==> config.mk <==
export PLATFORM = sky130hd
export DESIGN_NAME = fsp_ctrl
export DESIGN_NICKNAME = d
export VERILOG_FILES = /design/src/fsp_pkg.sv /design/src/fsp_ctrl.sv
export VERILOG_INCLUDE_DIRS = /design/src /design/src/src
export SDC_FILE = /design/constraint.sdc
export NUM_CORES = 1
export LEC_CHECK = 0
export ABC_CLOCK_PERIOD_IN_PS = 2270
export BUFFER_PORTS_ARGS = -buffer_cell sky130_fd_sc_hd__buf_2
export CAP_MARGIN = 20
export CORE_AREA = 5 5 42 44
export CTS_BUF_LIST = sky130_fd_sc_hd__clkbuf_8 sky130_fd_sc_hd__clkbuf_16
export CTS_CLUSTER_SIZE = 8
export DETAILED_ROUTE_END_ITERATION = 16
export DIE_AREA = 0 0 47 49
export SETUP_SLACK_MARGIN = 0.2
export SLEW_MARGIN = 10
export SYNTH_ARGS = -nofsm -noshare
export SYNTH_HDL_FRONTEND = slang
export SYNTH_SLANG_ARGS = --single-unit
==> constraint.sdc <==
create_clock -name clk -period 2.27 [get_ports clk]
set_input_delay 0.3405 -clock clk [delete_from_list [all_inputs] [get_ports clk]]
set_output_delay 0.3405 -clock clk [all_outputs]
set_load 0.01 [all_outputs]
==> src/flywheel_speed_pid_top_macros.svh <==
// ----------------------------------------------------------------------------
// flywheel_speed_pid_top_macros.svh
// Assertion macros used by the flywheel speed loop sequencer (fsp_ctrl).
// ----------------------------------------------------------------------------
`ifndef FLYWHEEL_SPEED_PID_TOP_MACROS_SVH
`define FLYWHEEL_SPEED_PID_TOP_MACROS_SVH

`ifndef ASSERT_OFF

// property must hold at every clock edge out of reset
`define FSP_ASSERT(lbl, clk, rst_n, prop, msg) \
  lbl: assert property (@(posedge clk) disable iff (!rst_n) prop) else $error(msg);

// condition must never be seen out of reset
`define FSP_NEVER(lbl, clk, rst_n, cond, msg) \
  lbl: assert property (@(posedge clk) disable iff (!rst_n) !(cond)) else $error(msg);

`else

`define FSP_ASSERT(lbl, clk, rst_n, prop, msg)
`define FSP_NEVER(lbl, clk, rst_n, cond, msg)

`endif

`endif

==> src/fsp_pkg.sv <==
// ----------------------------------------------------------------------------
// fsp_pkg
// Types and fixed constants of the flywheel speed loop.
// ----------------------------------------------------------------------------
package fsp_pkg;

  // configuration port
  localparam int CFG_AW = 5;
  localparam int CFG_DW = 32;

  localparam logic [2:0] REG_PROP_GAIN   = 3'd0;
  localparam logic [2:0] REG_INTEG_GAIN  = 3'd1;
  localparam logic [2:0] REG_DERIV_GAIN  = 3'd2;
  localparam logic [2:0] REG_INTEG_LIMIT = 3'd3;
  localparam logic [2:0] REG_TARGET      = 3'd4;

  localparam logic [31:0] PROP_GAIN_RST   = 32'd1760936;
  localparam logic [31:0] INTEG_GAIN_RST  = 32'd9019;
  localparam logic [31:0] DERIV_GAIN_RST  = 32'd644670;
  localparam logic [30:0] INTEG_LIMIT_RST = 31'd476190;
  localparam logic [14:0] TARGET_RST      = 15'd9501;

  // term widths: gains are 32 fractional bits
  localparam int PROD_W = 66;
  localparam int ACC_W  = 56;
  localparam int DRV_SHIFT = 17;

  localparam logic signed [PROD_W-1:0] P_TERM_MAX = 66'sd3221225472;     // 0.75
  localparam logic signed [PROD_W-1:0] I_TERM_MAX = 66'sd4503599627370496; // 2^52
  localparam logic signed [18:0] DCHG_MAX = 19'sd131071;
  localparam logic signed [15:0] DRIVE_MAX = 16'sd32767;

  // multiplier operand select
  localparam logic [1:0] MUL_P = 2'd0;
  localparam logic [1:0] MUL_I = 2'd1;
  localparam logic [1:0] MUL_D = 2'd2;

  // accumulator operation
  localparam logic [1:0] ACC_HOLD   = 2'd0;
  localparam logic [1:0] ACC_LOAD_P = 2'd1;
  localparam logic [1:0] ACC_ADD_I  = 2'd2;
  localparam logic [1:0] ACC_ADD_D  = 2'd3;

  typedef struct packed {
    logic [31:0] prop_gain;
    logic [31:0] integ_gain;
    logic [31:0] deriv_gain;
    logic [30:0] integ_limit;
    logic [14:0] target_speed;
  } cfg_t;

  // controller to datapath
  typedef struct packed {
    logic       ld_in;
    logic       clr_flt;
    logic       mem_rd;
    logic       ring_upd;
    logic       div_init;
    logic       div_step;
    logic       err_ld;
    logic       pid_upd;
    logic [1:0] mul_sel;
    logic [1:0] acc_op;
    logic       out_ld;
  } cmd_t;

  // datapath to controller
  typedef struct packed {
    logic run;
    logic restart;
  } sts_t;

endpackage

==> src/fsp_ctrl.sv <==
// ----------------------------------------------------------------------------
// fsp_ctrl
// Sequencer for one control tick and the result word handshake.
// ----------------------------------------------------------------------------
`include "flywheel_speed_pid_top_macros.svh"

module fsp_ctrl (
  input  logic          clk,
  input  logic          rst_n,
  input  logic          in_valid,
  output logic          in_ready,
  output logic          out_valid,
  input  logic          out_ready,
  output fsp_pkg::cmd_t cmd,
  input  fsp_pkg::sts_t sts
);

  // two divider steps: reciprocal product, then remainder correction
  localparam int CW    = 1;
  localparam logic [CW-1:0] CNT_LAST = CW'(1);

  localparam logic [3:0] ST_IDLE = 4'd0;
  localparam logic [3:0] ST_PREP = 4'd1;
  localparam logic [3:0] ST_READ = 4'd2;
  localparam logic [3:0] ST_UPD  = 4'd3;
  localparam logic [3:0] ST_DIVI = 4'd4;
  localparam logic [3:0] ST_DIV  = 4'd5;
  localparam logic [3:0] ST_ERR  = 4'd6;
  localparam logic [3:0] ST_MP   = 4'd7;
  localparam logic [3:0] ST_MI   = 4'd8;
  localparam logic [3:0] ST_MD   = 4'd9;
  localparam logic [3:0] ST_SUM  = 4'd10;
  localparam logic [3:0] ST_FIN  = 4'd11;

  logic [3:0]    state_r;
  logic [3:0]    state_nxt;
  logic [CW-1:0] cnt_r;
  logic [CW-1:0] cnt_nxt;
  logic          out_valid_r;
  logic          out_valid_nxt;
  logic          out_free;

  assign in_ready  = (state_r == ST_IDLE);
  assign out_valid = out_valid_r;
  assign out_free  = !out_valid_r || out_ready;

  // next state and commands
  always_comb begin
    state_nxt = state_r;
    cnt_nxt   = cnt_r;
    cmd       = '0;
    cmd.mul_sel = fsp_pkg::MUL_P;
    cmd.acc_op  = fsp_pkg::ACC_HOLD;
    case (state_r)
      ST_IDLE: begin
        if (in_valid) begin
          cmd.ld_in = 1'b1;
          state_nxt = ST_PREP;
        end
      end
      ST_PREP: begin
        cmd.clr_flt = sts.restart;
        state_nxt   = sts.run ? ST_READ : ST_FIN;
      end
      ST_READ: begin
        cmd.mem_rd = 1'b1;
        state_nxt  = ST_UPD;
      end
      ST_UPD: begin
        cmd.ring_upd = 1'b1;
        state_nxt    = ST_DIVI;
      end
      ST_DIVI: begin
        cmd.div_init = 1'b1;
        cnt_nxt      = '0;
        state_nxt    = ST_DIV;
      end
      ST_DIV: begin
        cmd.div_step = 1'b1;
        cnt_nxt      = cnt_r + 1'b1;
        if (cnt_r == CNT_LAST) begin
          state_nxt = ST_ERR;
        end
      end
      ST_ERR: begin
        cmd.err_ld = 1'b1;
        state_nxt  = ST_MP;
      end
      ST_MP: begin
        cmd.pid_upd = 1'b1;
        cmd.mul_sel = fsp_pkg::MUL_P;
        state_nxt   = ST_MI;
      end
      ST_MI: begin
        cmd.mul_sel = fsp_pkg::MUL_I;
        cmd.acc_op  = fsp_pkg::ACC_LOAD_P;
        state_nxt   = ST_MD;
      end
      ST_MD: begin
        cmd.mul_sel = fsp_pkg::MUL_D;
        cmd.acc_op  = fsp_pkg::ACC_ADD_I;
        state_nxt   = ST_SUM;
      end
      ST_SUM: begin
        cmd.acc_op = fsp_pkg::ACC_ADD_D;
        state_nxt  = ST_FIN;
      end
      ST_FIN: begin
        // wait here while the previous word is still unclaimed
        if (out_free) begin
          cmd.out_ld = 1'b1;
          state_nxt  = ST_IDLE;
        end
      end
      default: begin
        state_nxt = ST_IDLE;
      end
    endcase
  end

  // result valid flag
  always_comb begin
    out_valid_nxt = out_valid_r;
    if (cmd.out_ld) begin
      out_valid_nxt = 1'b1;
    end else if (out_ready) begin
      out_valid_nxt = 1'b0;
    end
  end

  always_ff @(posedge clk) begin
    if (!rst_n) begin
      state_r     <= ST_IDLE;
      cnt_r       <= '0;
      out_valid_r <= 1'b0;
    end else begin
      state_r     <= state_nxt;
      cnt_r       <= cnt_nxt;
      out_valid_r <= out_valid_nxt;
    end
  end

  `FSP_ASSERT(a_accept_starts, clk, rst_n, (in_valid && in_ready) |=> (state_r == ST_PREP), "accepted word did not start a tick")
  `FSP_NEVER(a_no_overwrite, clk, rst_n, cmd.out_ld && out_valid_r && !out_ready, "result word overwritten before taken")
  `FSP_ASSERT(a_div_done, clk, rst_n, (state_r == ST_ERR) |-> ($past(state_r) == ST_DIV && $past(cnt_r) == CNT_LAST), "average read before divider finished")
  `FSP_ASSERT(a_ld_only_fin, clk, rst_n, cmd.out_ld |=> (out_valid_r && state_r == ST_IDLE), "result load did not raise valid")

endmodule

==> results of run 1 <==
==> power groups by stage <==
stage	Combinational, mW	Clock [mW]	Sequential, mW
6_report	0.125	0.155	0.158
3_3_place_gp	0.126	0	0.158
2_1_floorplan	0.115	0	0.129
4_1_cts	0.127	0.163	0.159
5_1_grt	0.140	0.172	0.164
3_5_place_dp	0.126	0	0.160
==> per-layer routing <==
metal | part of all wire (%) | GRT usage (%) | vias to the layer above
li1 | - | - | 235
met1 | 44 | 13.7 | 194
met2 | 48 | 17.0 | 12
met3 | 7.4 | 4.80 | 0
met4 | 0 | 2.76 | 0
met5 | 0 | 0 | -
==> cells in the mapped netlist, drive strengths merged <==
| cell type | instances | area (um^2) |
|---|---|---|
| o21ai | 2 | 10.0 |
| nand2 | 4 | 15.0 |
| nor3 | 8 | 40.0 |
| clkbuf | 1 | 3.75 |
| or3 | 1 | 6.26 |
| a21boi | 2 | 15.0 |
| xor2 | 1 | 8.76 |
| nor4b | 1 | 8.76 |
| nand2b | 4 | 27.5 |
| and4b | 1 | 10.0 |
| dfxtp | 6 | 120 |
| nor4 | 1 | 6.26 |
| nor2 | 6 | 22.5 |
| nor2b | 2 | 12.5 |
| nor3b | 4 | 30.0 |
| mux2i | 1 | 10.0 |
| buf | 4 | 22.5 |
| and2 | 1 | 6.26 |
| o21a | 2 | 15.0 |
| a21oi | 2 | 10.0 |
| o211ai | 1 | 7.51 |
| o31a | 1 | 8.76 |
==> area by class of cell <==
cell class,instances,area share (%)
flip-flops and latches,6,21.8
multi-input cells,45,49.0
clock buffers,3,7.48
repair buffers,20,18.1
well taps,16,3.63
==> per-stage QoR <==
| stage | util [%] | total power [mW] |
|---|---|---|
| floorplan | - | 0.244 |
| global placement | 36.4 | 0.283 |
| detailed placement | 36.4 | 0.287 |
| CTS | 39.4 | 0.448 |
| global route | 39.4 | 0.476 |
| finish | 39.4 | 0.439 |
==> state kept, by name, summed over array words and instances, names as in the netlist <==
register / flops
cnt_r: 1
out_valid: 1
state_r: 4
==> worst max-delay path by stage <==
stage	endpoint	slack (ns)	cells past startpoint
after floorplan	cmd[12]	0.71	3
final	cmd[11]	0.52	3
after global routing	cmd[11]	0.39	3
after CTS	cmd[11]	0.48	3
after global placement	cmd[11]	0.79	3
after detailed placement	cmd[11]	0.73	3
==> kinds of logic (layout without fill, tap and decap cells) <==
group,Yosys count,count (layout),share of synthesized area (%)
AND/OR/NAND/NOR,33,33,44.4
AO/OA/AOI/OAI,10,10,15.9
flip-flops,6,6,28.8
buffers and inverters,5,23,6.31
XOR/XNOR,1,1,2.10
multiplexers,1,1,2.40
==> reports/metrics.cfg, run 1 <==
[outcome]
status=completed

[yosys]
syn-cell-area_um2=417
syn_nets=62
ys_ff_latch=6
syn_inst=56
synthDistinctLibCells=24
synth_seq_area_share_pct=28.8
synth_warnings=0
synth_area_per_cell_um2=7.44

[global_routing]
grt_pass1_wl_mm=1.89
grt_max_degree=17
overflow=0
antenna_found_initial=0
grt_util_all_layers_pct=11.0
grt_pass1_vias=437

[detailed_routing]
drt_iter0_markers=1
drc=0
antenna_left=0
vias_per_cell=4.90
wl_mm=1.07
detail_route.wl_per_cell_um=11.9
first_pass_iters=2
vias=441

[floorplanning]
row_count=14
die_area_um2=2300
die-width_um=47
core_area_um2=1400
start_util_pct=29.7
ios=21
dieHeight_um=49

[pwr]
p_leak_nw=0.256
power_switching_share_pct=32.7
p_comb_share_pct=28.6
vdd_ir_drop_max_v=0.000510
internal-power_uw=295
powerDensity_nw_per_um2=795
p_sw_uw=144
p_clk_share_pct=35.4
seqPwrFrac_pct=36.0

[final_layout]
multi_input_area_um2=270
final_common_cell=buf_2
syn_to_final_growth_pct=32.4
drive_above_1_share_pct=32.4
fillCellCount=155
seqCellArea_um2=120
n_antenna_cell=0
instances_no_fill=90
mostFrequentLayoutCells=buf_2 (20), nor3_1 (8), nor2_1 (6), dfxtp_1 (6)
final_area_um2=552
final_nets=82

[critical_path]
worstPathArrival_ns=1.41
crit_chain=nand2b_1 -> nor4b_1 -> buf_2
r2r-end=state_r[0]
path_class=register to primary output
critPathLaunchType=register
startpoint=state_r[0]
slowest_stage=dfxtp_1
timing.rr.start=state_r[2]
required_ns=1.93
endpoint_kind=primary output
crit_family=flip-flops
r2r_slack_ns=0.78
cp_num_buf_inv=1
reg2regPathDepth=4
crit_fanout=13
max_stage_delay_ns=0.54

[worst_hold_path]
worstHoldStart=rst_n
holdPathEnd=state_r[3]
hp-class=input pin to register
holdPathStages=2

[timing]
finClkSkew_ns=0.000433
finalCritPeriodShare_pct=77.2
timing.final.ws_setup_ns=0.517
finalCriticalPeriod_ns=1.75
max_slew_margin_pct=66.2
report.final.slew_viol_count=0
worst_pin_slew_ns=0.507
clock.fmax_mhz=570
hold_viol_final=0
worst_hold_slack_ns=0.400
grt_setup_unrepaired=no
fin_setup_tns_ns=0
setup_viol=0

[placed_design]
gp_congestion=0.736
pre_cts_ws_ns=0.732
dpl_cell_area_um2=510
portBuffers=20
dp_hpwl_um=789
dp.cells=87

[clock_network]
cts_max_level=1
clk_pin_slew_ns=0.03
post_cts_resized=0
cts_tree=built
numCtsBuffers=3
cts_root_buf=clkbuf_8
insertion_delay_ns=0.22
postCtsHoldBufs=0
cts_sinks=6
clockBufferDepth=2
post-cts-setup-buffer-count=0

[flow_run]
maxCapViolCount=0

No activity file was read; power rests on OpenSTA's default activity.
==> inputs of run 2 (changes only) <==
--- a/config.mk
+++ b/config.mk
@@ -6,7 +6,8 @@
 export SDC_FILE = /design/constraint.sdc
 export NUM_CORES = 1
 export LEC_CHECK = 0
-export ABC_CLOCK_PERIOD_IN_PS = 2270
+export ABC_AREA = 1
+export ABC_CLOCK_PERIOD_IN_PS = 1700
 export BUFFER_PORTS_ARGS = -buffer_cell sky130_fd_sc_hd__buf_2
 export CAP_MARGIN = 20
 export CORE_AREA = 5 5 42 44
==> constraint.sdc (replaced) <==
create_clock -name clk -period 1.7 [get_ports clk]
set_input_delay 0.255 -clock clk [delete_from_list [all_inputs] [get_ports clk]]
set_output_delay 0.255 -clock clk [all_outputs]
set_load 0.01 [all_outputs]
==> reports/metrics.cfg, run 2 <==
[pwr]
powerDensity_nw_per_um2=1260
p_leak_nw=0.334
vdd_ir_drop_max_v=0.000702

[yosys]
synth_top_area_share_pct=28.7
synth_warnings=0
ys_top_cells_by_count=nor2_1 (22), inv_1 (12), nand2_1 (9), dfxtp_1 (6)
synth_area_leaders=dfxtp_1 (29%), nor2_1 (20%), inv_1 (11%), nand2_1 (8.1%), a21oi_1 (3.6%)
syn_inst=70
syn_nets=76
synth_top_family_by_area=simple AND/OR/NAND/NOR gates
synth_compound_area_share_pct=7.78
synthDistinctLibCells=17
synthFlopType=dfxtp_1
ys_async_sr_fraction_pct=0
synthMuxAreaShare_pct=0
synth_area_per_cell_um2=5.97
yosysTopAreaCell=dfxtp_1
synthSimpleGateAreaFrac_pct=50.9
synthAdderAreaFrac_pct=0
synth_seq_area_share_pct=28.7
synth_xor_area_share_pct=0
synth_most_common_cell=nor2_1
synth_edf_count=0
syn-cell-area_um2=418
ys_ff_latch=6

[detailed_routing]
antenna_left=0
first_pass_iters=4
vias=481
drc=0
vias_per_cell=4.45
wl_mm=1.15
drt_iter0_markers=4
detail_route.wl_per_cell_um=10.7

[critical_path]
path_class=register to primary output
crit_chain=inv_1 -> nand2_1 -> nor3_1 -> buf_2
slowest_stage=dfxtp_1
endpoint_kind=primary output
required_ns=1.44
crit_fanout=4
critPathLaunchType=register
max_stage_delay_ns=0.31
worstPathArrival_ns=1.16

[flow_run]
maxCapViolCount=0

[floorplanning]
ios=21
die-width_um=47
start_util_pct=29.8
core_area_um2=1400
die_area_um2=2300
dieHeight_um=49
row_count=14

[global_routing]
overflow=0
grt_pass1_vias=454
grt_pass1_wl_mm=1.80
grt_max_degree=8
antenna_found_initial=0
grt_util_all_layers_pct=10.6

[timing]
report.final.slew_viol_count=0
finClkSkew_ns=0.00221
finalCriticalPeriod_ns=1.41
max_slew_margin_pct=83.3
finalCritPeriodShare_pct=83.0
worst_hold_slack_ns=0.277
clock.fmax_mhz=708
worst_pin_slew_ns=0.250
grt_setup_unrepaired=yes
setup_viol=0
hold_viol_final=0
fin_setup_tns_ns=0

[final_layout]
mostFrequentLayoutCells=nor2_1 (21), buf_2 (20), inv_1 (11)
top_register=state_r
syn_to_final_growth_pct=38.0
instances_no_fill=108
fillCellCount=165
largest_register_ffs=4
n_antenna_cell=0
final_area_um2=577
final_common_cell=nor2_1
multi_input_area_um2=248
drive_above_1_share_pct=37.0
post-route-util_pct=41.2
final_nets=100
seqCellArea_um2=123

[clock_network]
insertion_delay_ns=0.22
post-cts-setup-buffer-count=0
cts_sinks=6
cts_tree=built
cts_root_buf=clkbuf_8
numCtsBuffers=3
cts_max_level=1
clk_pin_slew_ns=0.04
clockBufferDepth=2

[placed_design]
dpl_cell_area_um2=531
dp_hpwl_um=918
gp_congestion=0.784
portBuffers=20
dp.cells=105

[outcome]
status=completed

[worst_hold_path]
hp-class=input pin to register

[run 2: changes by cell type after synthesis, moves of 3 or more]
cell	delta
nand2b_1	-3
nor3_1	-6
buf_2	-3
nand3_1	+3
nand2_1	+5
nor2_1	+16
nor3b_1	-4
inv_1	+12
[run 2: critical path: cells and delay by family (launching register included)]
family	cells	cell delay (ns)
buffers and inverters	2	0.31
AND/OR/NAND/NOR	2	0.32
flip-flops	1	0.31
[run 2: layout make-up]
cell class	instances	share of cell area, %
tap	16	3.47
multi-input combinational	51	43.0
timing repair buffer	20	17.4
inverter	12	7.81
sequential	6	21.3
clock buffer	3	7.16
[run 2: worst paths after layout]
path	from	to	slack (ns)	cells past startpoint
hold / removal	rst_n	state_r[3]	0.28	3
hold reg to reg	cnt_r	cnt_r	0.47	2
setup reg to reg	state_r[3]	state_r[3]	0.56	7
setup / recovery	state_r[2]	cmd[12]	0.29	4
[run 2: stage by stage]
step           power, mW  setup WS (ns)
2_1_floorplan      0.410          0.595
6_report           0.725          0.288
4_1_cts            0.728          0.235
3_5_place_dp       0.510          0.474
3_3_place_gp       0.507          0.497
5_1_grt            0.786          0.193
[run 2: cells by family (layout without fill, tap and decap cells)]
| family | count (synthesis) | in the layout |
|---|---|---|
| buffers and inverters | 13 | 35 |
| DFF | 6 | 6 |
| AOI/OAI and AO/OA | 6 | 6 |
| and+or+nand+nor | 45 | 45 |
[run 2: per-layer routing]
metal	GRT usage [%]	routed length, um	up-vias
li1	-	-	256
met1	13.5	507	208
met2	15.4	537	15
met3	2.58	88	2
met4	6.45	19	0
met5	0	0	-
[run 2: report_power, final]
group	switching (mW)	internal, mW	leakage, nW
clock	0.0604	0.152	0.0216
sequential	0.0373	0.169	0.0496
combinational	0.195	0.111	0.262
[run 2: repair_timing]
item | 4_1_cts | 5_1_grt
hold buffers | 0 | 0
endpoints found under the hold margin | 0 | 0
gates resized for setup | 0 | 4
endpoints found under the setup margin | 0 | 6
