===== config.mk =====
export PLATFORM = sky130hd
export DESIGN_NAME = fsp_regs
export DESIGN_NICKNAME = d
export VERILOG_FILES = /design/src/flywheel_speed_pid_top_macros.svh /design/src/fsp_pkg.sv /design/src/fsp_regs.sv
export SDC_FILE = /design/constraint.sdc
export NUM_CORES = 1
export LEC_CHECK = 0
export BUFFER_PORTS_ARGS = -buffer_cell sky130_fd_sc_hd__buf_4
export CAP_MARGIN = 20
export CORE_MARGIN = 5
export CORE_UTILIZATION = 35
export CTS_CLUSTER_SIZE = 8
export DETAILED_ROUTE_END_ITERATION = 10
export SLEW_MARGIN = 15
export SYNTH_ARGS = -nofsm -noshare
export SYNTH_HDL_FRONTEND = slang
export SYNTH_SLANG_ARGS = --single-unit

===== constraint.sdc =====
create_clock -name clk -period 1.7 [get_ports clk]
set_clock_uncertainty 0.15 [all_clocks]
set_input_delay 0.085 -clock clk [delete_from_list [all_inputs] [get_ports clk]]
set_output_delay 0.085 -clock clk [all_outputs]
set_load 0.02 [all_outputs]

===== src/flywheel_speed_pid_top_macros.svh =====
// ----------------------------------------------------------------------------
// flywheel_speed_pid_top_macros.svh
// Assertion macros used by the flywheel speed loop sequencer (fsp_ctrl).
// ----------------------------------------------------------------------------
`ifndef FLYWHEEL_SPEED_PID_TOP_MACROS_SVH
`define FLYWHEEL_SPEED_PID_TOP_MACROS_SVH

`ifndef ASSERT_OFF

// property must hold at every clock edge out of reset
`define FSP_ASSERT(lbl, clk, rst_n, prop, msg) \
  lbl: assert property (@(posedge clk) disable iff (!rst_n) prop) else $error(msg);

// condition must never be seen out of reset
`define FSP_NEVER(lbl, clk, rst_n, cond, msg) \
  lbl: assert property (@(posedge clk) disable iff (!rst_n) !(cond)) else $error(msg);

`else

`define FSP_ASSERT(lbl, clk, rst_n, prop, msg)
`define FSP_NEVER(lbl, clk, rst_n, cond, msg)

`endif

`endif


===== src/fsp_pkg.sv =====
// ----------------------------------------------------------------------------
// fsp_pkg
// Types and fixed constants of the flywheel speed loop.
// ----------------------------------------------------------------------------
package fsp_pkg;

  // configuration port
  localparam int CFG_AW = 5;
  localparam int CFG_DW = 32;

  localparam logic [2:0] REG_PROP_GAIN   = 3'd0;
  localparam logic [2:0] REG_INTEG_GAIN  = 3'd1;
  localparam logic [2:0] REG_DERIV_GAIN  = 3'd2;
  localparam logic [2:0] REG_INTEG_LIMIT = 3'd3;
  localparam logic [2:0] REG_TARGET      = 3'd4;

  localparam logic [31:0] PROP_GAIN_RST   = 32'd1760936;
  localparam logic [31:0] INTEG_GAIN_RST  = 32'd9019;
  localparam logic [31:0] DERIV_GAIN_RST  = 32'd644670;
  localparam logic [30:0] INTEG_LIMIT_RST = 31'd476190;
  localparam logic [14:0] TARGET_RST      = 15'd9501;

  // term widths: gains are 32 fractional bits
  localparam int PROD_W = 66;
  localparam int ACC_W  = 56;
  localparam int DRV_SHIFT = 17;

  localparam logic signed [PROD_W-1:0] P_TERM_MAX = 66'sd3221225472;     // 0.75
  localparam logic signed [PROD_W-1:0] I_TERM_MAX = 66'sd4503599627370496; // 2^52
  localparam logic signed [18:0] DCHG_MAX = 19'sd131071;
  localparam logic signed [15:0] DRIVE_MAX = 16'sd32767;

  // multiplier operand select
  localparam logic [1:0] MUL_P = 2'd0;
  localparam logic [1:0] MUL_I = 2'd1;
  localparam logic [1:0] MUL_D = 2'd2;

  // accumulator operation
  localparam logic [1:0] ACC_HOLD   = 2'd0;
  localparam logic [1:0] ACC_LOAD_P = 2'd1;
  localparam logic [1:0] ACC_ADD_I  = 2'd2;
  localparam logic [1:0] ACC_ADD_D  = 2'd3;

  typedef struct packed {
    logic [31:0] prop_gain;
    logic [31:0] integ_gain;
    logic [31:0] deriv_gain;
    logic [30:0] integ_limit;
    logic [14:0] target_speed;
  } cfg_t;

  // controller to datapath
  typedef struct packed {
    logic       ld_in;
    logic       clr_flt;
    logic       mem_rd;
    logic       ring_upd;
    logic       div_init;
    logic       div_step;
    logic       err_ld;
    logic       pid_upd;
    logic [1:0] mul_sel;
    logic [1:0] acc_op;
    logic       out_ld;
  } cmd_t;

  // datapath to controller
  typedef struct packed {
    logic run;
    logic restart;
  } sts_t;

endpackage


===== src/fsp_regs.sv =====
// ----------------------------------------------------------------------------
// fsp_regs
// APB register bank holding gains, integral clamp and target speed.
// ----------------------------------------------------------------------------
module fsp_regs (
  input  logic                      clk,
  input  logic                      rst_n,
  input  logic                      cfg_psel,
  input  logic                      cfg_penable,
  input  logic                      cfg_pwrite,
  input  logic [fsp_pkg::CFG_AW-1:0] cfg_paddr,
  input  logic [fsp_pkg::CFG_DW-1:0] cfg_pwdata,
  output logic [fsp_pkg::CFG_DW-1:0] cfg_prdata,
  output logic                      cfg_pready,
  output fsp_pkg::cfg_t             cfg
);

  fsp_pkg::cfg_t cfg_r;
  logic [2:0]    reg_idx;
  logic          wr_en;

  assign reg_idx    = cfg_paddr[4:2];
  assign wr_en      = cfg_psel && cfg_penable && cfg_pwrite;
  assign cfg_pready = 1'b1;
  assign cfg        = cfg_r;

  // register writes in the access phase
  always_ff @(posedge clk) begin
    if (!rst_n) begin
      cfg_r.prop_gain    <= fsp_pkg::PROP_GAIN_RST;
      cfg_r.integ_gain   <= fsp_pkg::INTEG_GAIN_RST;
      cfg_r.deriv_gain   <= fsp_pkg::DERIV_GAIN_RST;
      cfg_r.integ_limit  <= fsp_pkg::INTEG_LIMIT_RST;
      cfg_r.target_speed <= fsp_pkg::TARGET_RST;
    end else if (wr_en) begin
      case (reg_idx)
        fsp_pkg::REG_PROP_GAIN:   cfg_r.prop_gain    <= cfg_pwdata;
        fsp_pkg::REG_INTEG_GAIN:  cfg_r.integ_gain   <= cfg_pwdata;
        fsp_pkg::REG_DERIV_GAIN:  cfg_r.deriv_gain   <= cfg_pwdata;
        fsp_pkg::REG_INTEG_LIMIT: cfg_r.integ_limit  <= cfg_pwdata[30:0];
        fsp_pkg::REG_TARGET:      cfg_r.target_speed <= cfg_pwdata[14:0];
        default: ;
      endcase
    end
  end

  // read mux
  always_comb begin
    case (reg_idx)
      fsp_pkg::REG_PROP_GAIN:   cfg_prdata = cfg_r.prop_gain;
      fsp_pkg::REG_INTEG_GAIN:  cfg_prdata = cfg_r.integ_gain;
      fsp_pkg::REG_DERIV_GAIN:  cfg_prdata = cfg_r.deriv_gain;
      fsp_pkg::REG_INTEG_LIMIT: cfg_prdata = {1'b0, cfg_r.integ_limit};
      fsp_pkg::REG_TARGET:      cfg_prdata = {17'd0, cfg_r.target_speed};
      default:                  cfg_prdata = '0;
    endcase
  end

endmodule


==> summary.log, run 1 <==
qor: clock_tree.worst_setup_hold_path_clk_slew 0.06 ns
qor: die.core 18100 um2
qor: synth.synth_cells 676
qor: final_layout.number_of_flip_flops_in_the_largest_register 142
qor: sta.max_clock_freq 0.578 GHz
qor: detailed_routing.drt_iter0_markers 298
qor: synth.postSynthAreaPerCell 9.61 um2
qor: job.cap_violations 0
qor: place.port_buffer_count 213
qor: sta.timing.max_slew.rel_slack 59.9%
qor: synth.netlist_area 6490 um2
qor: synth.compound_cell_area_share_of_the_yosys_netlist 9.50%
qor: sta.fin_tns_setup -0.183 ns
qor: power_and_ir_drop.power.leakage 4.84 nW
qor: critical_path.crit_path_start_kind register
qor: die.effective_utilization_at_floorplan 35.9%
qor: global_route.grt_start_max_net_pins 80
qor: global_route.grt_overflow_total 0
qor: synth.synth_seq_area_share 43.8%
qor: clock_tree.cts-buffers-inserted 17
qor: synth.synth_seq_cells 142
qor: detailed_routing.wl 22500 um
qor: die.fp-row-count 49
qor: run_status.failing_checks negative setup slack
qor: clock_tree.cts-root-to-sink-buffers 2
qor: synth.synth_xor_xnor_area_share 0%
qor: clock_tree.tritoncts yes
qor: detailed_routing.drt_pre_antenna_iters 5
qor: global_route.via_count_of_the_first_global_routing_pass 6185
qor: critical_path.worstReg2RegEnd cfg[33]
qor: detailed_routing.detail-route-antenna-nets 0
qor: detailed_routing.dr_total_vias 6082
qor: critical_path.path_class register to output port
qor: critical_path.worst-r2r-cell-count 3
qor: critical_path.reg2reg_from cfg[33]
qor: final_layout.areaGrowthSynthToFinish 56.0%
qor: sta.hold_viol_final 0
qor: clock_tree.clk_latency_worst_skew_pair 0.42 ns
qor: sta.grt_setup_unrepaired true
qor: synth.synth_fp_nets 718
qor: sta.layout_worst_path_cycle_share 102%
qor: power_and_ir_drop.ir_drop 0.000685 V
qor: run_status.status finished with violations
qor: global_route.global_route_wire_length_before_repair 35300 um
qor: global_route.gr-usage-all-layers 20.6%
qor: critical_path.timing.critical_path.slowest_cell_delay 0.47 ns
qor: hold_path.hold-path-endpoint cfg[8]
qor: sta.tightestPinTransition 0.602 ns
qor: place.gpl.final_weighted_congestion 0.781
qor: critical_path.critical_path.max_fanout 2
qor: die.die_w 146 um
qor: die.io_pins 217
qor: detailed_routing.drt_drc 0
qor: final_layout.ratio_of_cells_with_drive_above_1_in_the_final_layout 47.6%
qor: hold_path.hold_path.class input pin to register
qor: synth.synth_top_family_by_area multiplexers
qor: sta.timing.final.setup_violations 13
qor: critical_path.worst_ep_arrival_time 1.50 ns
qor: power_and_ir_drop.power_per_unit_of_standard_cell_area 843 nW/um2
qor: synth.share_of_synthesized_cell_area_in_and_or_nand_and_nor_gates 15.0%
qor: sta.maxSlewViolCount 0
qor: sta.fin_ws -0.0304 ns
qor: clock_tree.tritoncts_num_sinks 142
qor: clock_tree.cts_htree_levels 4
qor: die.floorplan.die_area 21400 um2
qor: critical_path.crit_start cfg[102]
qor: critical_path.crit_path_end_kind output port
qor: die.die_h 146 um
qor: power_and_ir_drop.design_power_total 8.55 mW
qor: hold_path.hold_path_startpoint cfg_paddr[4]
qor: detailed_routing.route.detailed.vias_per_inst 5.06
qor: final_layout.finish.net_count 1002
qor: place.dp_slack 0.121 ns
qor: synth.synth_mux_area_share 25.1%
qor: detailed_routing.post_drt_wl_per_cell 18.7 um
qor: critical_path.reg2reg_slack 0.78 ns
qor: synth.synth_warnings 0
qor: sta.final_period_minus_worst_setup_slack 1.73 ns
qor: final_layout.mostFrequentLayoutCell sky130_fd_sc_hd__buf_4
qor: global_route.initial_antenna_violation_count 1
qor: critical_path.critical_path_required 1.46 ns
qor: critical_path.critical_path.slowest_cell sky130_fd_sc_hd__mux4_2
qor: clock_tree.clockRootBuffer sky130_fd_sc_hd__clkbuf_16
qor: synth.post_synth_cell_types 29
qor: place.hpwlAfterDp 15200 um
qor: synth.synth_fa_ha_area_share 0%
qor: hold_path.min_path_cells 4
qor: final_layout.final_cell_mix sky130_fd_sc_hd__buf_4 (269), sky130_fd_sc_hd__nand2_1 (129), sky130_fd_sc_hd__mux2i_1 (110), sky130_fd_sc_hd__dfxtp_2 (82), sky130_fd_sc_hd__dfxtp_1 (60)
qor: critical_path.critical_path.cell_chain mux4_2 -> nor2b_4 -> buf_6
==> stage by stage <==
step	utilization, %	hold WS, ns	instances	area, um2
detailed placement	47.1	0.210	1098	8520
global route	56.0	0.110	1203	10100
floorplan	-	0.0772	676	6490
CTS	54.9	0.0862	1198	9930
finish	56.0	0.107	1203	10100
global placement	47.1	0.197	1098	8520
==> metal layers <==
layer / track usage (%) / share of wire (%) / wire [um]
met1: 26.9 / 44 / 9830
met2: 32.8 / 48 / 10700
met3: 5.36 / 6.7 / 1500
met4: 7.62 / 2.1 / 464
met5: 0 / 0 / 0
==> kinds of logic (layout without fill, tap and decap cells) <==
| logic type | after synthesis | after routing |
|---|---|---|
| compound gates | 88 | 88 |
| flops | 142 | 142 |
| buf+inv | 93 | 390 |
| mux | 141 | 141 |
| other cells | 1 | 2 |
| simple gates | 211 | 211 |
==> worst max-delay path by stage <==
stage                                end  slack, ns  cells after the start
after floorplan            cfg_prdata[1]       0.18                      6
after global placement           cfg[84]       0.13                      5
after detailed placement         cfg[80]       0.12                      5
after CTS                 cfg_prdata[19]      -0.04                      3
after global routing      cfg_prdata[27]      -0.08                      3
final                     cfg_prdata[24]      -0.03                      3
==> worst max-delay path: cells and delay by family (launching register included) <==
| kind | cells | cell delay, ns |
|---|---|---|
| flip-flops | 1 | 0.33 |
| multiplexers | 1 | 0.47 |
| buffers and inverters | 1 | 0.13 |
| AND/OR/NAND/NOR | 1 | 0.15 |
==> cell usage after synthesis, drive strengths merged <==
cell type	n	area share (%)
nand2	129	7.5
o211ai	33	3.8
nor2b	45	4.3
nor3	1	0.15
a21oi	1	0.077
and2	1	0.096
or2	2	0.19
mux2	15	2.6
nand4b	1	0.13
a22oi	30	3.5
clkbuf	28	1.6
mux2i	110	17
inv	33	1.9
and4b	1	0.15
nor2	3	0.17
conb	1	0.058
dfxtp	142	44
mux4	16	5.5
o21ai	9	0.69
nand2b	1	0.096
buf	32	3.1
nand3	26	2.1
and3	1	0.096
o22ai	15	1.4
==> layout make-up <==
class                           count  area [um2]
Tap cell                          229         287
Sequential cell                   142        2950
Multi-Input combinational cell    441        3390
Clock buffer                       19         453
Antenna cell                        1        2.50
Fill cell                        1602        7960
Clock inverter                     13         235
Inverter                           33         124
Timing Repair Buffer              325        2700
==> power by group <==
group,switching [mW],leakage (nW),internal [mW]
Sequential,0.0245,1.17,3.36
Clock,1.45,0.330,2.84
Combinational,0.471,3.35,0.398
Total,1.95,4.84,6.60
==> timing repair <==
action / CTS / global route
resized for setup: 70 / 57
setup endpoints to repair: 20 / 32
cloned: 0 / 0
pin swaps: 3 / 8
buffers inserted: 34 / 4
hold buffers: 34 / 0
hold endpoints to repair: 142 / 0
No activity file was read; power rests on OpenSTA's default activity.
==> run 2: changes to the inputs <==
Settings changed: REMOVE_ABC_BUFFERS set to 1.
==> run 2 against run 1 <==
Highest routed layer unchanged. Sequential share of layout area grew 0.25 points. Register-to-register slack got worse by 0.50 ns. The run still ends with negative setup slack left. Critical path depth stayed put. Critical endpoint is now cfg_prdata[28].
==> summary.log, run 2 (synthesis gave the netlist of run 1 again) <==
qor: run_status.status finished with violations
qor: run_status.failing_checks negative setup slack
qor: die.effective_utilization_at_floorplan 35.9% [unchanged]
qor: detailed_routing.detail-route-antenna-nets 0 [unchanged]
qor: power_and_ir_drop.internal-power 5.98 mW [-9.3%]
qor: final_layout.finish.net_count 1006 [+0.40%]
qor: sta.layout_worst_path_cycle_share 104% [+1.8 points]
qor: sta.max_clock_freq 0.568 GHz [-1.7%]
qor: critical_path.critical_path_required 1.46 ns [about the same]
qor: power_and_ir_drop.power_frac_comb 11.1% [+0.9 points]
qor: die.io_pins 217 [unchanged]
qor: die.fp-row-count 49 [unchanged]
qor: clock_tree.cts-buffers-inserted 17 [unchanged]
qor: sta.hold_viol_final 0 [unchanged]
qor: critical_path.critical_path.slowest_cell sky130_fd_sc_hd__mux4_2
qor: power_and_ir_drop.p_seq_share 42.8% [+3.2 points]
qor: global_route.global_route_wire_length_before_repair 35600 um [+0.76%]
qor: sta.fin_tns_setup -0.393 ns [-0.210 ns]
qor: die.floorplan.die_area 21400 um2 [unchanged]
qor: clock_tree.tritoncts_num_sinks 142 [unchanged]
qor: sta.grt_setup_unrepaired true
qor: critical_path.crit_path_end_kind output port
qor: sta.maxSlewViolCount 0 [unchanged]
qor: critical_path.critical_path.cell_chain mux4_2 -> nor2b_4 -> buf_6
qor: detailed_routing.wl 22600 um [+0.48%]
qor: detailed_routing.post_drt_wl_per_cell 18.7 um [+0.31%]
qor: global_route.gr-usage-all-layers 20.8% [+0.25 points]
qor: sta.hold_ws 0.0603 ns [-0.0462 ns]
qor: clock_tree.tritoncts yes
qor: place.port_buffer_count 213 [unchanged]
qor: critical_path.cp_top_family multiplexers
qor: global_route.via_count_of_the_first_global_routing_pass 6204 [+0.31%]
qor: hold_path.hold_path.class input pin to register
qor: sta.fin_ws -0.0605 ns [-0.0302 ns]
qor: final_layout.number_of_filler_instances_in_the_final_layout 1667 [+4.1%]
qor: power_and_ir_drop.ir_drop 0.000650 V [-5.1%]
qor: final_layout.number_of_flip_flops_in_the_largest_register 142 [unchanged]
qor: detailed_routing.drt_iter0_markers 231 [-22%]
qor: job.cap_violations 0 [unchanged]
qor: sta.timing.max_slew.rel_slack 64.5% [+4.6 points]
qor: global_route.initial_antenna_violation_count 0 [-1]
qor: critical_path.timing.critical_path.slowest_cell_delay 0.48 ns [about the same]
qor: clock_tree.clockRootBuffer sky130_fd_sc_hd__clkbuf_16
qor: final_layout.ratio_of_cells_with_drive_above_1_in_the_final_layout 47.8% [+0.26 points]
qor: critical_path.cp_num_buf_inv 1 [unchanged]
qor: critical_path.path_class register to output port
qor: detailed_routing.route.detailed.vias_per_inst 4.97 [-1.7%]
qor: die.die_w 146 um [unchanged]
qor: die.core 18100 um2 [unchanged]
qor: clock_tree.cts-root-to-sink-buffers 2 [unchanged]
qor: clock_tree.clk_latency_worst_skew_pair 0.42 ns [about the same]
qor: die.die_h 146 um [unchanged]
qor: power_and_ir_drop.switching_power_summed_over_all_nets 1.93 mW [-1.1%]
qor: place.gpl.final_weighted_congestion 0.747 [-4.4%]
qor: final_layout.areaGrowthSynthToFinish 54.5%
qor: final_layout.mostFrequentLayoutCell sky130_fd_sc_hd__buf_4
qor: sta.tightestPinTransition 0.532 ns [-0.0694 ns]
qor: critical_path.critical_path.max_fanout 3 [+1]
qor: power_and_ir_drop.power.clock.fraction 46.1% [-4.1 points]
qor: power_and_ir_drop.power.leakage 4.79 nW [-1.1%]
qor: sta.final_period_minus_worst_setup_slack 1.76 ns [+0.0302 ns]
qor: place.hpwlAfterDp 15300 um [+0.29%]
qor: critical_path.crit_path_start_kind register
qor: clock_tree.worst_setup_hold_path_clk_slew 0.06 ns [about the same]
qor: detailed_routing.drt_pre_antenna_iters 5 [unchanged]
qor: final_layout.final_antenna_diode_count 0 [-1]
qor: power_and_ir_drop.power_per_unit_of_standard_cell_area 788 nW/um2 [-6.5%]
qor: global_route.grt_start_max_net_pins 62 [-23%]
qor: power_and_ir_drop.p_sw_share 24.3% [+1.6 points]
qor: power_and_ir_drop.design_power_total 7.91 mW [-7.4%]
qor: detailed_routing.drt_drc 0 [unchanged]
qor: detailed_routing.dr_total_vias 5991 [-1.5%]
qor: clock_tree.cts_htree_levels 4 [unchanged]
qor: sta.timing.final.setup_violations 15 [+2]
qor: critical_path.worst_ep_arrival_time 1.53 ns [+0.03 ns]
qor: final_layout.final_cell_mix sky130_fd_sc_hd__buf_4 (274), sky130_fd_sc_hd__nand2_1 (129), sky130_fd_sc_hd__mux2i_1 (110), sky130_fd_sc_hd__dfxtp_2 (79), sky130_fd_sc_hd__dfxtp_1 (63)
qor: global_route.grt_overflow_total 0 [unchanged]
## run 2: cell count changes in the layout (fill, tap and decap cells not counted), moves of 3 or more
cell,before,now
sky130_fd_sc_hd__dfxtp_1,60,63
sky130_fd_sc_hd__buf_4,269,274
sky130_fd_sc_hd__clkinv_4,3,0
sky130_fd_sc_hd__dfxtp_2,82,79
sky130_fd_sc_hd__clkinv_2,1,5
sky130_fd_sc_hd__bufinv_16,6,2
sky130_fd_sc_hd__nor2b_2,0,5
sky130_fd_sc_hd__nor2b_1,36,31
## run 2: final cells by class
type / instances / area [um2] / share of cell area, %
Multi-Input combinational cell: 441 / 3390 / 33.8
Sequential cell: 142 / 2940 / 29.3
Timing Repair Buffer: 329 / 2710 / 27.0
Clock buffer: 20 / 457 / 4.55
Tap cell: 229 / 287 / 2.86
Inverter: 33 / 124 / 1.23
Clock inverter: 11 / 116 / 1.16
## run 2: worst reg2reg max path, cell delays in order (launching register included)
cell,delay (ns)
sky130_fd_sc_hd__dfxtp_2,0.34
sky130_fd_sc_hd__buf_4,0.12
sky130_fd_sc_hd__inv_1,0.04
sky130_fd_sc_hd__o211ai_1,0.15
sky130_fd_sc_hd__dlygate4sd3_1,0.57
## run 2: what timing repair did
item	in CTS	in global routing
hold buffers	34	0
setup buffers	34	4
pin swaps	1	8
endpoints found under the setup margin	20	32
endpoints found under the hold margin	142	0
gates resized for setup	60	59
## run 2: power by group through the flow
stage	Combinational [mW]	Clock [mW]	Sequential (mW)
after global routing	0.943	3.87	3.38
after CTS	0.854	3.72	3.38
final	0.879	3.65	3.38
after detailed placement	0.767	0	3.45
after global placement	0.767	0	3.45
after floorplan	0.265	0	3.48
## run 2: through the flow
step	util, %	worst slack, ns	instance area, um2	std cells
finish	55.5	-0.0605	10000	1205
global placement	47.3	0.110	8550	1102
CTS	54.3	-0.0602	9820	1201
detailed placement	47.3	0.0909	8550	1102
global route	55.5	-0.105	10000	1205
floorplan	-	-0.724	6190	616
## run 2: worst paths after layout
kind                             startpoint             end  slack, ns  cells past startpoint
worst max-delay path               cfg[138]  cfg_prdata[28]      -0.06                      3
worst max register to register     cfg[130]        cfg[130]       0.28                      4
worst min register to register     cfg[140]        cfg[140]       0.32                      2
worst min-delay path            cfg_penable         cfg[87]       0.06                      5
## run 2: layer usage
metal	share of wire [%]	vias up	global-route usage, %
li1	-	2924	-
met1	44	2898	26.1
met2	50	149	36.0
met3	4.7	20	5.45
met4	1.0	0	4.70
met5	0	-	0
==> run 3: changes to the inputs <==
Settings changed: MAX_ROUTING_LAYER set to met4, PLACE_DENSITY_LB_ADDON set to 0.08.
==> run 3 against run 2 <==
The flow still finishes with violations (negative setup slack). Power decreased by 1.8%. Via count up 2.3%. Combinational power up 0.7%. Die area unchanged. Register-to-register slack better by 0.38 ns. Routed wire length increased by 2.2%. Core utilization up 0.20 points. Setup slack better by 0.027 ns. Flip-flop and latch count unchanged. Largest power group unchanged.
==> summary.log, run 3 (synthesis gave the netlist of run 1 again) <==
qor: critical_path.critical_path_required 1.46 ns [about the same]
qor: global_route.gr-usage-all-layers 21.7% [+0.88 points]
qor: detailed_routing.wl 23100 um [+2.2%]
qor: final_layout.final_antenna_diode_count 0 [unchanged]
qor: die.floorplan.die_area 21400 um2 [unchanged]
qor: global_route.initial_antenna_violation_count 0 [unchanged]
qor: global_route.global_route_wire_length_before_repair 35900 um [+0.76%]
qor: place.gpl.final_weighted_congestion 0.833 [+12%]
qor: critical_path.path_class register to output port
qor: power_and_ir_drop.power.leakage 4.82 nW [+0.66%]
qor: power_and_ir_drop.power_per_unit_of_standard_cell_area 771 nW/um2 [-2.2%]
qor: die.fp-row-count 49 [unchanged]
qor: critical_path.critical_path.max_fanout 2 [-1]
qor: critical_path.cp_top_family multiplexers
qor: clock_tree.tritoncts_num_sinks 142 [unchanged]
qor: final_layout.mostFrequentLayoutCell sky130_fd_sc_hd__buf_4
qor: clock_tree.cts-root-to-sink-buffers 2 [unchanged]
qor: run_status.failing_checks negative setup slack
qor: final_layout.areaGrowthSynthToFinish 55.0%
qor: sta.fin_ws -0.0332 ns [+0.0273 ns]
qor: critical_path.worst_ep_arrival_time 1.50 ns [-0.03 ns]
qor: sta.grt_setup_unrepaired true
qor: sta.hold_viol_final 0 [unchanged]
qor: die.core 18100 um2 [unchanged]
qor: die.die_h 146 um [unchanged]
qor: run_status.status finished with violations
qor: detailed_routing.route.detailed.vias_per_inst 5.07 [+1.9%]
qor: global_route.grt_start_max_net_pins 93 [+50%]
qor: place.dp_slack 0.106 ns [+0.0152 ns]
qor: clock_tree.cts-buffers-inserted 17 [unchanged]
qor: die.io_pins 217 [unchanged]
qor: critical_path.crit_path_start_kind register
qor: detailed_routing.drt_iter0_markers 346 [+50%]
qor: final_layout.finish.cell_count_without_fillers 1209 [+0.33%]
qor: critical_path.timing.critical_path.slowest_cell_delay 0.45 ns [-0.03 ns]
qor: clock_tree.cts_htree_levels 4 [unchanged]
qor: sta.timing.max_slew.rel_slack 53.8% [-11 points]
qor: critical_path.critical_path.cell_chain mux4_2 -> nor2b_2 -> buf_6
qor: detailed_routing.post_drt_wl_per_cell 19.1 um [+1.9%]
qor: detailed_routing.drt_pre_antenna_iters 6 [+1]
qor: detailed_routing.detail-route-antenna-nets 0 [unchanged]
qor: detailed_routing.dr_total_vias 6128 [+2.3%]
qor: sta.max_clock_freq 0.577 GHz [+1.6%]
qor: clock_tree.tritoncts yes
qor: final_layout.finish.net_count 1010 [+0.40%]
qor: die.effective_utilization_at_floorplan 35.9% [unchanged]
qor: final_layout.ratio_of_cells_with_drive_above_1_in_the_final_layout 48.2% [+0.31 points]
qor: sta.fin_tns_setup -0.165 ns [+0.228 ns]
qor: final_layout.final_core_utilization 55.7% [+0.20 points]
qor: place.port_buffer_count 213 [unchanged]
qor: critical_path.critical_path.slowest_cell sky130_fd_sc_hd__mux4_2
qor: job.cap_violations 0 [unchanged]
qor: global_route.grt_overflow_total 0 [unchanged]
qor: detailed_routing.drt_drc 0 [unchanged]
qor: sta.timing.final.setup_violations 13 [-2]
qor: sta.hold_ws 0.0988 ns [+0.0385 ns]
qor: place.post-place-cells 1097 [-0.45%]
qor: hold_path.hold_path.class input pin to register
qor: sta.final_period_minus_worst_setup_slack 1.73 ns [-0.0273 ns]
qor: critical_path.crit_path_end_kind output port
qor: die.die_w 146 um [unchanged]
qor: critical_path.cp_num_buf_inv 1 [unchanged]
qor: power_and_ir_drop.ir_drop 0.000659 V [+1.4%]
qor: final_layout.number_of_flip_flops_in_the_largest_register 142 [unchanged]
qor: global_route.via_count_of_the_first_global_routing_pass 6549 [+5.6%]
qor: sta.layout_worst_path_cycle_share 102% [-1.6 points]
qor: final_layout.number_of_filler_instances_in_the_final_layout 1592 [-4.5%]
qor: final_layout.final_cell_mix sky130_fd_sc_hd__buf_4 (277), sky130_fd_sc_hd__nand2_1 (129), sky130_fd_sc_hd__mux2i_1 (110), sky130_fd_sc_hd__dfxtp_2 (76), sky130_fd_sc_hd__dfxtp_1 (66)
qor: clock_tree.worst_setup_hold_path_clk_slew 0.06 ns [about the same]
qor: clock_tree.clockRootBuffer sky130_fd_sc_hd__clkbuf_16
qor: sta.maxSlewViolCount 0 [unchanged]
qor: sta.tightestPinTransition 0.693 ns [+0.160 ns]
qor: clock_tree.clk_latency_worst_skew_pair 0.41 ns [about the same]
qor: place.hpwlAfterDp 15700 um [+2.7%]
-- run 3: report_power, final --
group	leakage (nW)	internal, mW	switching, mW
clock network	0.265	2.08	1.42
registers	1.17	3.36	0.0230
logic	3.39	0.409	0.476
total	4.82	5.84	1.92
-- run 3: routing by layer --
layer	share of wire (%)	up-vias	track usage, %
met1	42	3001	25.3
met4	2.0	0	6.96
met2	51	165	36.9
met3	5.2	27	5.42
met5	0	-	-
li1	-	2935	-
-- run 3: timing repair --
item                       in CTS  in global routing
hold endpoints to repair      142                  0
setup endpoints to repair      22                 32
hold buffers                   33                  0
setup buffers                  34                 14
cloned                          0                  0
pin swaps                       2                 10
gates resized for setup        57                 67
-- run 3: worst reg2reg max path, delay by kind of cell, from the launching register on --
family,cells,cell delay (ns)
buf+inv,2,0.25
compound gates,2,0.17
flops,1,0.32
-- run 3: layout make-up --
class,instances,area [um2],share of cell area [%]
Sequential cell,142,2940,29.2
Clock buffer,21,460,4.57
Clock inverter,10,90.1,0.895
Tap cell,229,287,2.85
Timing Repair Buffer,333,2760,27.4
Multi-Input combinational cell,441,3410,33.9
Inverter,33,124,1.23
-- run 3: worst paths after layout --
kind / startpoint / endpoint / slack [ns] / cells past startpoint
worst max-delay path: cfg[34] / cfg_prdata[19] / -0.03 / 3
worst min-delay path: cfg_penable / cfg[79] / 0.1 / 5
worst max register to register: cfg[33] / cfg[33] / 0.66 / 4
worst min register to register: cfg[126] / cfg[126] / 0.32 / 2
-- run 3: per-stage QoR --
| step | power [mW] | area [um2] |
|---|---|---|
| floorplan | 3.75 | 6190 |
| global placement | 4.22 | 8520 |
| detailed placement | 4.23 | 8520 |
| CTS | 7.80 | 9750 |
| global route | 8.04 | 10100 |
| finish | 7.76 | 10100 |
